File: src/hdl/sctu_pkg.sv
// Types, constants and the rule function of the command-line tokenizer.
package sctu_pkg;

  localparam int QUEUE_DEPTH_DEF = 4;

  localparam logic [7:0] CH_NUL    = 8'h00;
  localparam logic [7:0] CH_TAB    = 8'h09;
  localparam logic [7:0] CH_SPACE  = 8'h20;
  localparam logic [7:0] CH_DQUOTE = 8'h22;
  localparam logic [7:0] CH_DOLLAR = 8'h24;
  localparam logic [7:0] CH_SQUOTE = 8'h27;
  localparam logic [7:0] CH_DASH   = 8'h2D;
  localparam logic [7:0] CH_BQUOTE = 8'h60;

  localparam logic [3:0] ERR_EOF  = 4'd0;
  localparam logic [3:0] ERR_CHAR = 4'd1;

  typedef enum logic [3:0] {
    KIND_NONE  = 4'd0,
    KIND_END   = 4'd1,
    KIND_ERROR = 4'd2,
    KIND_SPACE = 4'd3,
    KIND_FLAG  = 4'd5,
    KIND_LFLAG = 4'd6,
    KIND_VAR   = 4'd7,
    KIND_SQ    = 4'd8,
    KIND_DQ    = 4'd9,
    KIND_BQ    = 4'd10,
    KIND_ARG   = 4'd11
  } kind_t;

  typedef enum logic [3:0] {
    CLS_NUL,
    CLS_WS,
    CLS_DQ,
    CLS_SQ,
    CLS_BQ,
    CLS_DASH,
    CLS_DOLLAR,
    CLS_ALNUM,
    CLS_OTHER
  } char_class_t;

  typedef struct packed {
    kind_t      kind;
    logic [3:0] sub;
  } scan_t;

  typedef struct packed {
    logic [7:0]  ch;
    logic        start;
    char_class_t cls;
  } queue_entry_t;

  typedef struct packed {
    logic full;
    logic empty;
  } queue_status_t;

  typedef struct packed {
    scan_t      st;
    logic [7:0] taken;
    logic       again;
  } rule_res_t;

  localparam scan_t SCAN_IDLE = '{kind: KIND_NONE, sub: 4'd0};

  function automatic rule_res_t apply_rule(scan_t st, char_class_t cls, logic [7:0] ch);
    rule_res_t res;
    logic      ok;
    logic      closing;
    res.st    = st;
    res.taken = 8'd0;
    res.again = 1'b0;
    ok        = 1'b0;
    closing   = 1'b0;
    unique case (st.kind)
      KIND_NONE: begin
        res.st.sub = 4'd0;
        res.again  = 1'b1;
        unique case (cls)
          CLS_NUL: begin
            res.st.kind = KIND_END;
            res.again   = 1'b0;
          end
          CLS_WS:     res.st.kind = KIND_SPACE;
          CLS_DQ:     res.st.kind = KIND_DQ;
          CLS_SQ:     res.st.kind = KIND_SQ;
          CLS_BQ:     res.st.kind = KIND_BQ;
          CLS_DASH:   res.st.kind = KIND_FLAG;
          CLS_DOLLAR: res.st.kind = KIND_VAR;
          default:    res.st.kind = KIND_ARG;
        endcase
      end
      KIND_SPACE: begin
        if (cls == CLS_WS) begin
          res.taken = ch;
        end else begin
          res.st    = SCAN_IDLE;
          res.again = 1'b1;
        end
      end
      KIND_ARG: begin
        if (cls == CLS_DQ || cls == CLS_SQ || cls == CLS_BQ || cls == CLS_DOLLAR ||
            cls == CLS_WS || cls == CLS_NUL) begin
          res.st    = SCAN_IDLE;
          res.again = 1'b1;
        end else begin
          res.taken = ch;
        end
      end
      KIND_SQ, KIND_DQ, KIND_BQ: begin
        closing = (st.kind == KIND_SQ && cls == CLS_SQ) ||
                  (st.kind == KIND_DQ && cls == CLS_DQ) ||
                  (st.kind == KIND_BQ && cls == CLS_BQ);
        priority if (st.sub == 4'd0) begin
          res.st.sub = 4'd1;
        end else if (closing) begin
          res.st = SCAN_IDLE;
        end else if (cls == CLS_NUL) begin
          res.st = '{kind: KIND_ERROR, sub: ERR_EOF};
        end else begin
          res.taken = ch;
        end
      end
      KIND_FLAG, KIND_LFLAG, KIND_VAR: begin
        ok = (cls == CLS_ALNUM) || (st.kind == KIND_LFLAG && cls == CLS_DASH);
        priority if (st.sub == 4'd0) begin
          res.st.sub = 4'd1;
        end else if (st.kind == KIND_FLAG && cls == CLS_DASH) begin
          res.st    = '{kind: KIND_LFLAG, sub: 4'd0};
          res.again = 1'b1;
        end else if (cls == CLS_NUL && st.sub < 4'd2) begin
          res.st = '{kind: KIND_ERROR, sub: ERR_EOF};
        end else if (!ok) begin
          res.again = 1'b1;
          if (st.sub < 4'd2) begin
            res.st = '{kind: KIND_ERROR, sub: ERR_CHAR};
          end else begin
            res.st = SCAN_IDLE;
          end
        end else begin
          if (st.sub < 4'd2) begin
            res.st.sub = st.sub + 4'd1;
          end
          res.taken = ch;
        end
      end
      default: begin
        res.again = 1'b0;
      end
    endcase
    return res;
  endfunction

endpackage

File: src/hdl/sctu_front.sv
// Front part: accepts input beats, classifies each byte and pushes it to the queue.
module sctu_front (
  input  logic                   rst,
  input  logic [7:0]             char_in,
  input  logic                   start_new,
  input  logic                   in_valid,
  output logic                   in_stall,
  input  sctu_pkg::queue_status_t q_status,
  output logic                   push,
  output sctu_pkg::queue_entry_t push_entry
);
  import sctu_pkg::*;

  char_class_t cls;

  always_comb begin
    priority if (char_in == CH_NUL) begin
      cls = CLS_NUL;
    end else if (char_in == CH_SPACE || char_in == CH_TAB) begin
      cls = CLS_WS;
    end else if (char_in == CH_DQUOTE) begin
      cls = CLS_DQ;
    end else if (char_in == CH_SQUOTE) begin
      cls = CLS_SQ;
    end else if (char_in == CH_BQUOTE) begin
      cls = CLS_BQ;
    end else if (char_in == CH_DASH) begin
      cls = CLS_DASH;
    end else if (char_in == CH_DOLLAR) begin
      cls = CLS_DOLLAR;
    end else if ((char_in >= 8'h30 && char_in <= 8'h39) ||
                 (char_in >= 8'h41 && char_in <= 8'h5A) ||
                 (char_in >= 8'h61 && char_in <= 8'h7A)) begin
      cls = CLS_ALNUM;
    end else begin
      cls = CLS_OTHER;
    end
  end

  assign in_stall         = rst || q_status.full;
  assign push             = in_valid && !in_stall;
  assign push_entry.ch    = char_in;
  assign push_entry.start = start_new;
  assign push_entry.cls   = cls;

endmodule

File: src/hdl/sctu_queue.sv
// Short queue of classified bytes between the front and back parts.
module sctu_queue #(
  parameter int DEPTH = sctu_pkg::QUEUE_DEPTH_DEF
) (
  input  logic                    clk,
  input  logic                    rst,
  input  logic                    push,
  input  sctu_pkg::queue_entry_t  push_entry,
  input  logic                    pop,
  output sctu_pkg::queue_entry_t  pop_entry,
  output sctu_pkg::queue_status_t status
);
  import sctu_pkg::*;

  localparam int PTR_W = $clog2(DEPTH);
  localparam int CNT_W = $clog2(DEPTH + 1);

  queue_entry_t     mem [DEPTH];
  logic [PTR_W-1:0] wr_ptr;
  logic [PTR_W-1:0] rd_ptr;
  logic [CNT_W-1:0] count;

  always_ff @(posedge clk) begin
    if (push) begin
      mem[wr_ptr] <= push_entry;
    end
  end

  always_ff @(posedge clk) begin
    if (rst) begin
      wr_ptr <= '0;
      rd_ptr <= '0;
      count  <= '0;
    end else begin
      if (push) begin
        wr_ptr <= (wr_ptr == PTR_W'(DEPTH - 1)) ? '0 : wr_ptr + PTR_W'(1);
      end
      if (pop) begin
        rd_ptr <= (rd_ptr == PTR_W'(DEPTH - 1)) ? '0 : rd_ptr + PTR_W'(1);
      end
      if (push && !pop) begin
        count <= count + CNT_W'(1);
      end else if (pop && !push) begin
        count <= count - CNT_W'(1);
      end
    end
  end

  assign pop_entry    = mem[rd_ptr];
  assign status.full  = (count == CNT_W'(DEPTH));
  assign status.empty = (count == '0);

endmodule

File: src/hdl/sctu_back.sv
// Back part: runs the scan rules on queued bytes and holds the result register.
module sctu_back (
  input  logic                    clk,
  input  logic                    rst,
  input  sctu_pkg::queue_status_t q_status,
  input  sctu_pkg::queue_entry_t  pop_entry,
  output logic                    pop,
  output logic [3:0]              token_kind,
  output logic [3:0]              sub_state,
  output logic [7:0]              taken_char,
  output logic                    out_valid,
  input  logic                    out_stall
);
  import sctu_pkg::*;

  scan_t     scan;
  scan_t     scan_in;
  rule_res_t r1;
  rule_res_t r2;
  rule_res_t r3;

  assign pop     = !q_status.empty && (!out_valid || !out_stall);
  assign scan_in = pop_entry.start ? SCAN_IDLE : scan;

  // A byte that ends a token is handed to the next rule; three rules cover every chain.
  always_comb begin
    r1 = apply_rule(scan_in, pop_entry.cls, pop_entry.ch);
    r2 = r1.again ? apply_rule(r1.st, pop_entry.cls, pop_entry.ch) : r1;
    r3 = r2.again ? apply_rule(r2.st, pop_entry.cls, pop_entry.ch) : r2;
  end

  always_ff @(posedge clk) begin
    if (rst) begin
      scan      <= SCAN_IDLE;
      out_valid <= 1'b0;
    end else begin
      if (pop) begin
        scan      <= r3.st;
        out_valid <= 1'b1;
      end else if (!out_stall) begin
        out_valid <= 1'b0;
      end
    end
  end

  always_ff @(posedge clk) begin
    if (pop) begin
      token_kind <= r3.st.kind;
      sub_state  <= r3.st.sub;
      taken_char <= r3.taken;
    end
  end

endmodule

File: src/hdl/shell_command_tokenizer_unit.sv
// Shell command-line tokenizer: one byte in, one scan result out per beat. The block
// takes a byte every cycle unless in_stall is high (in reset or with the queue full)
// and delivers one result per byte, through the queue and then the result register.
// The front part classifies the byte and writes it to a short queue; the back part
// updates the 8-bit scan state, resolving up to three chained rules combinationally,
// and the feedback of that state is what sets the one-byte-per-cycle rate. The queue
// lets input keep flowing for a few beats while the output is stalled.
module shell_command_tokenizer_unit #(
  parameter int QUEUE_DEPTH = sctu_pkg::QUEUE_DEPTH_DEF
) (
  input  logic       clk,
  input  logic       rst,
  input  logic [7:0] char_in,
  input  logic       start_new,
  input  logic       in_valid,
  output logic       in_stall,
  output logic [3:0] token_kind,
  output logic [3:0] sub_state,
  output logic [7:0] taken_char,
  output logic       out_valid,
  input  logic       out_stall
);
  import sctu_pkg::*;

  queue_status_t q_status;
  queue_entry_t  push_entry;
  queue_entry_t  pop_entry;
  logic          push;
  logic          pop;

  sctu_front u_front (
    .rst        (rst),
    .char_in    (char_in),
    .start_new  (start_new),
    .in_valid   (in_valid),
    .in_stall   (in_stall),
    .q_status   (q_status),
    .push       (push),
    .push_entry (push_entry)
  );

  sctu_queue #(
    .DEPTH (QUEUE_DEPTH)
  ) u_queue (
    .clk        (clk),
    .rst        (rst),
    .push       (push),
    .push_entry (push_entry),
    .pop        (pop),
    .pop_entry  (pop_entry),
    .status     (q_status)
  );

  sctu_back u_back (
    .clk        (clk),
    .rst        (rst),
    .q_status   (q_status),
    .pop_entry  (pop_entry),
    .pop        (pop),
    .token_kind (token_kind),
    .sub_state  (sub_state),
    .taken_char (taken_char),
    .out_valid  (out_valid),
    .out_stall  (out_stall)
  );

endmodule

File: config.mk
export PLATFORM = sky130hd
export DESIGN_NAME = shell_command_tokenizer_unit
export DESIGN_NICKNAME = d
export VERILOG_FILES = /design/src/hdl/sctu_pkg.sv /design/src/hdl/sctu_front.sv /design/src/hdl/sctu_queue.sv /design/src/hdl/sctu_back.sv /design/src/hdl/shell_command_tokenizer_unit.sv
export SDC_FILE = /design/constraint.sdc
export NUM_CORES = 1
export LEC_CHECK = 0
export BUFFER_PORTS_ARGS = -buffer_cell sky130_fd_sc_hd__buf_4
export CAP_MARGIN = 20
export CORE_MARGIN = 2
export CORE_UTILIZATION = 25
export CTS_CLUSTER_DIAMETER = 150
export DETAILED_ROUTE_END_ITERATION = 7
export HOLD_SLACK_MARGIN = 0.06
export PLACE_DENSITY = 0.5
export RECOVER_POWER = 100
export SYNTH_ARGS = -nofsm -noshare
export SYNTH_HDL_FRONTEND = slang
export SYNTH_SLANG_ARGS = --single-unit
File: constraint.sdc
create_clock -name clk -period 9.4 [get_ports clk]
set_input_delay 0.47 -clock clk [delete_from_list [all_inputs] [get_ports clk]]
set_output_delay 0.47 -clock clk [all_outputs]
set_load 0.05 [all_outputs]
**After elaboration in Yosys (flattened, before gate mapping)**

Memories as Yosys holds them, arrays and structs flattened. A register that Yosys moved wholly into a read port is not among the register bits.
Index checks and enable logic that the tools add are counted.

- Mux-type cells: 103
- $mul: 0
- Divide/modulo/power cells: 0
- Reduce and logical (&&, ||, !) cells: 66
- Bitwise logic cells: 0
- Eq/ne operators: 42
- Magnitude comparators: 9
- Shift-type cells: 0
- Add/sub/neg operators: 7

Operator list:

| cell | number |
|---|---|
| 8-bit 2-to-1 mux | 34 |
| 8-bit case mux with 5 select lines | 3 |
| 4-bit 2-to-1 mux | 29 |
| 8-bit case mux with 4 select lines | 3 |
| 9-bit 2-to-1 mux | 6 |
| 4-bit by 3-bit equality test with 1-bit output (second input constant) | 13 |
| 4-bit equality test (second input constant) | 12 |
| 8-bit by 6-bit equality test with 1-bit output (second input constant) | 5 |
| 17-bit 2-to-1 mux | 2 |
| 4-bit logical NOT | 7 |
| 4-bit case mux with 7 select lines | 1 |
| 1-bit logical AND | 25 |
| 4-bit by 2-bit equality test with 1-bit output (second input constant) | 5 |
| 1-bit logical OR | 19 |
| 6-bit 2-to-1 mux | 3 |
| 3-bit OR reduction | 6 |
| 8-bit by 7-bit greater-or-equal comparator with 1-bit output (second input constant) | 2 |
| 8-bit by 7-bit less-or-equal comparator with 1-bit output (second input constant) | 2 |
| 1-bit 2-to-1 mux | 13 |
| 4-bit by 1-bit adder with 4-bit output (second input constant) | 3 |
| 4-bit by 2-bit less-than comparator with 1-bit output (second input constant) | 3 |
| 1-bit case mux with 4 select lines | 3 |
| 8-bit by 4-bit equality test with 1-bit output (second input constant) | 1 |
| 8-bit by 7-bit equality test with 1-bit output (second input constant) | 1 |
| 15 further kinds | 26 |

- Logic and storage cells: 237
- ROM bits: 0
- Output and inout port bits: 18
- Bits of input ports: 13
- Memories kept: 1
- RAM bits: 52
- Flip-flop bits (word level): 32
- Bits in latches: 0

Memories:

| name | depth | bits a word | read ports | clocked after memory_dff | write ports | line | source |
|---|---|---|---|---|---|---|---|
| u_queue.mem | 4 | 13 | 1 | 1 | 1 | sctu_queue.sv:18 | `queue_entry_t mem [DEPTH];` |

**Depth between registers and ports, before layout**

- Word-level depth: 27
- Mapped depth: 25

**Cells and area by module**

Synthesis repeated with hierarchy kept, for this count alone.

- Cells, all modules: 510
- Area, all modules: 5617.9 µm²

Modules (own cells, without submodules):

| module | instances | cells each | seq. area each (µm²) | area an instance (µm²) |
|---|---|---|---|---|
| sctu_back | 1 | 350 | 660.6 | 2945.3 |
| sctu_queue | 1 | 111 | 1741.7 | 2322.2 |
| sctu_front | 1 | 49 | 0.0 | 350.3 |

**Worst setup path after synthesis**

OpenSTA, ideal clock, no wires.

- Path type: register to register
- Start point: register with a tool-made name
- End point: register u_back.taken_char[0] (data pin)
- Path buffers: 3
- Cell stages (with the launch flop): 25
- Arrival: 5306 ps
- Slack: 3934 ps
- Period minus slack after synthesis: 5466 ps
- Data required time: 9240 ps
- Cells stage by stage: dfxtp_1 clkbuf_1 buf_2 mux2_2 mux2i_1 nand2_1 ha_1 nor3b_1 nor3_1 a211oi_1 nand2_1 o311ai_1 o31ai_4 mux2_2 a21oi_1 inv_1 o21ai_0 inv_1 ha_1 and3_4 buf_6 a2111oi_4 a22oi_1 o2111a_2 nor3b_1

RTL lines:

| what | line | source |
|---|---|---|
| end signal, assigned | sctu_back.sv:50 | `taken_char <= r3.taken;` |
| end, declared | sctu_back.sv:10 | `output logic [7:0] taken_char,` |

==> impl_results.md <==
- Hold buffers post-CTS: 0
- Minimum clock period: 7.43 ns
- Syn nets: 541
- Worst-margin pin slew: 0.968 ns
- Vias/cell: 5.39
- Final net count: 556
- CTS resizes: 0
- Commonest non-fill, non-tap cell in the layout: edfxtp_1
- Post-synth top area share: 38.1%
- Ant diodes: 0
- Clk Latency, worst-skew pair: 0.34 ns
- Post-Place Setup Slack: 2.38 ns
- Setup TNS: 0 ns
- TritonCTS clock tree: built
- FMAX: 135 MHz
- Yosys cell types: 82
- Endpoint class of the critical path: flip-flop
- Syn-to-layout area delta: 12.3%
- First-pass GRT wire length: 23300 µm
- Ports: 31
- Vias in the first global route: 4282
- Largest net degree at the start of global routing: 27
- Register area share after synthesis: 44.8%
- Core Rows: 53
- Post-Syn Area: 0.00536 mm²
- Max Fanout on Critical Path: 17
- Total CTS buffers: 9
- GRT Total Usage: 13.3%
- Crit path kind: reg2reg
- Setup-failing EPs final: 0
- Most frequent cells in the layout: edfxtp_1 (68), nor2_1 (41), nand2_1 (37)
- Number of flops mapped to enable cells by yosys: 68
- Synthesis Warnings: 0
- Worst Setup Slack, final: 1.97 ns
- Period utilisation layout: 79.0%
- RSZ-0062 raised after global routing: false
- Max-slew violations: 0
- GP Congestion: 0.881
- Synth area leader: edfxtp_1
- CTS clk-pin slew, worst paths: 0.07 ns
- Drt drc: 0
- Flop and latch count out of synthesis: 86
- Die Span X: 150 µm
- Clk buf depth: 2
- Setup repair bufs after CTS: 0
- Min Hold Slack: 0.402 ns
- Post-DR wirelength/cell: 18.3 µm
- Worst Setup Start Kind: flip-flop
- Hold Violations, Final: 0
- Full die area: 0.0226 mm²
- Clock skew: 0.0109 ns
- Critical Path RT: 9.56 ns
- Antenna viol nets, final: 0
- Starting DRT DRC Count: 497
- Synth Instances: 516
- Initial Util: 25.5%
- Worst Path Arrival: 7.59 ns
- PortBufs: 30
- Via count: 4368
- Mapped Avg Cell Area: 10.4 µm²
- Grt ovf: 0
- DPL Wire Length: 10800 µm
- R2R setup slack: 1.97 ns
- Routed wire length: 14800 µm
- Max H-tree Level: 3
- Status: finished clean
- Ys flop type: edfxtp_1
- Clk sink count: 86
- Proportion of layout cells with a drive suffix above 1: 10.6%
- Slew HR: 35.4%
- CTS Root Cell: clkbuf_16
- Initial antenna violation count: 0
- Core ar.: 0.0210 mm²
- Drt pass-1 iters: 5
- Hold Path Class: in2reg
- Ys async rst share: 0%
- Die Height: 150 µm
- Synth area leaders: edfxtp_1 (38%), dfxtp_1 (6.7%), mux4_2 (5.5%)
- Max_cap viols: 0
==> synth_stat cells (4+ instances only) <==
cell type	n
o21ai_0	29
and2_1	6
a21oi_1	30
nor2b_1	6
buf_2	8
a21o_1	10
nand2b_1	8
mux4_2	13
xor2_1	5
nor3b_1	11
or3_1	7
mux2_2	4
and3_1	6
dfxtp_1	18
nand4_1	4
a31oi_1	4
a211oi_1	4
o22ai_1	6
o21a_1	4
nand3_1	14
nand4b_1	5
or2_2	4
edfxtp_1	68
inv_1	23
nor3_1	16
nand2_1	37
a311oi_1	5
clkbuf_1	19
o211ai_1	7
ha_1	11
nor2_1	41
==> metrics by stage <==
step,std cells,instance area [µm²],utilization [%]
after global placement,794,5810,27.6
after CTS,810,6130,29.2
after floorplan,516,5360,-
after detailed placement,794,5810,27.6
after global routing,811,6020,28.6
final,811,6020,28.6
==> layer usage <==
layer | vias up | share of wire [%] | GRT usage [%]
li1 | 2024 | - | -
met2 | 180 | 50 | 22.5
met4 | 0 | 2.6 | 5.90
met3 | 29 | 5.1 | 2.33
met1 | 2135 | 42 | 16.4
met5 | - | 0 | 0
==> state kept, by name, indices dropped and copies added (netlist names), named ones only <==
signal / count
u_queue.mem: 52
u_back.sub_state: 4
u_queue.wr_ptr: 2
u_back.out_valid: 1
u_back.scan: 8
u_queue.count: 3
u_back.token_kind: 4
u_queue.rd_ptr: 2
u_back.taken_char: 8
==> cell families after synthesis <==
| kind of cell | synth area share (%) |
|---|---|
| and+or+nand+nor | 18.5 |
| AOI/OAI and AO/OA | 21.2 |
| DFF | 44.8 |
| buffers and inverters | 4.32 |
| muxes | 6.86 |
| adders and majority gates | 2.94 |
| xor gates and xnor gates | 1.31 |
==> critical path: stages (launching register included) <==
cell       delay (ns)
dfxtp_1          0.78
mux4_2           0.61
or4b_1           0.75
o22ai_1          0.44
or2_2            0.21
nor2b_1          0.08
o21ai_0          0.21
a21oi_1          0.10
a21oi_1          0.41
ha_1             0.26
nand4b_1         0.49
a21oi_1          0.39
a41oi_1          0.08
o21ai_0          0.42
inv_1            0.10
ha_1             0.19
and3_1           0.23
a2111oi_0        0.72
a22oi_1          0.15
o2111a_1         0.37
nor3b_1          0.26
==> final timing paths <==
kind	startpoint	end	cells past startpoint
max	flip-flop	u_back.taken_char[0]	20
min	out_stall	u_back.out_valid	3
max reg2reg	flip-flop	u_back.taken_char[0]	20
min reg2reg	u_back.out_valid	u_back.out_valid	2
==> area by class of cell <==
class	instances	area, µm²
Inverter	23	86.3
Multi-Input combinational cell	377	2690
Clock buffer	9	225
Clock inverter	7	103
Sequential cell	86	2400
Tap cell	275	344
Fill cell	2137	15000
Timing Repair Buffer	34	174
Power is left out: the tool's default activity adds up to more than one toggle a clock period on the data nets, which glitch-free logic cannot reach.
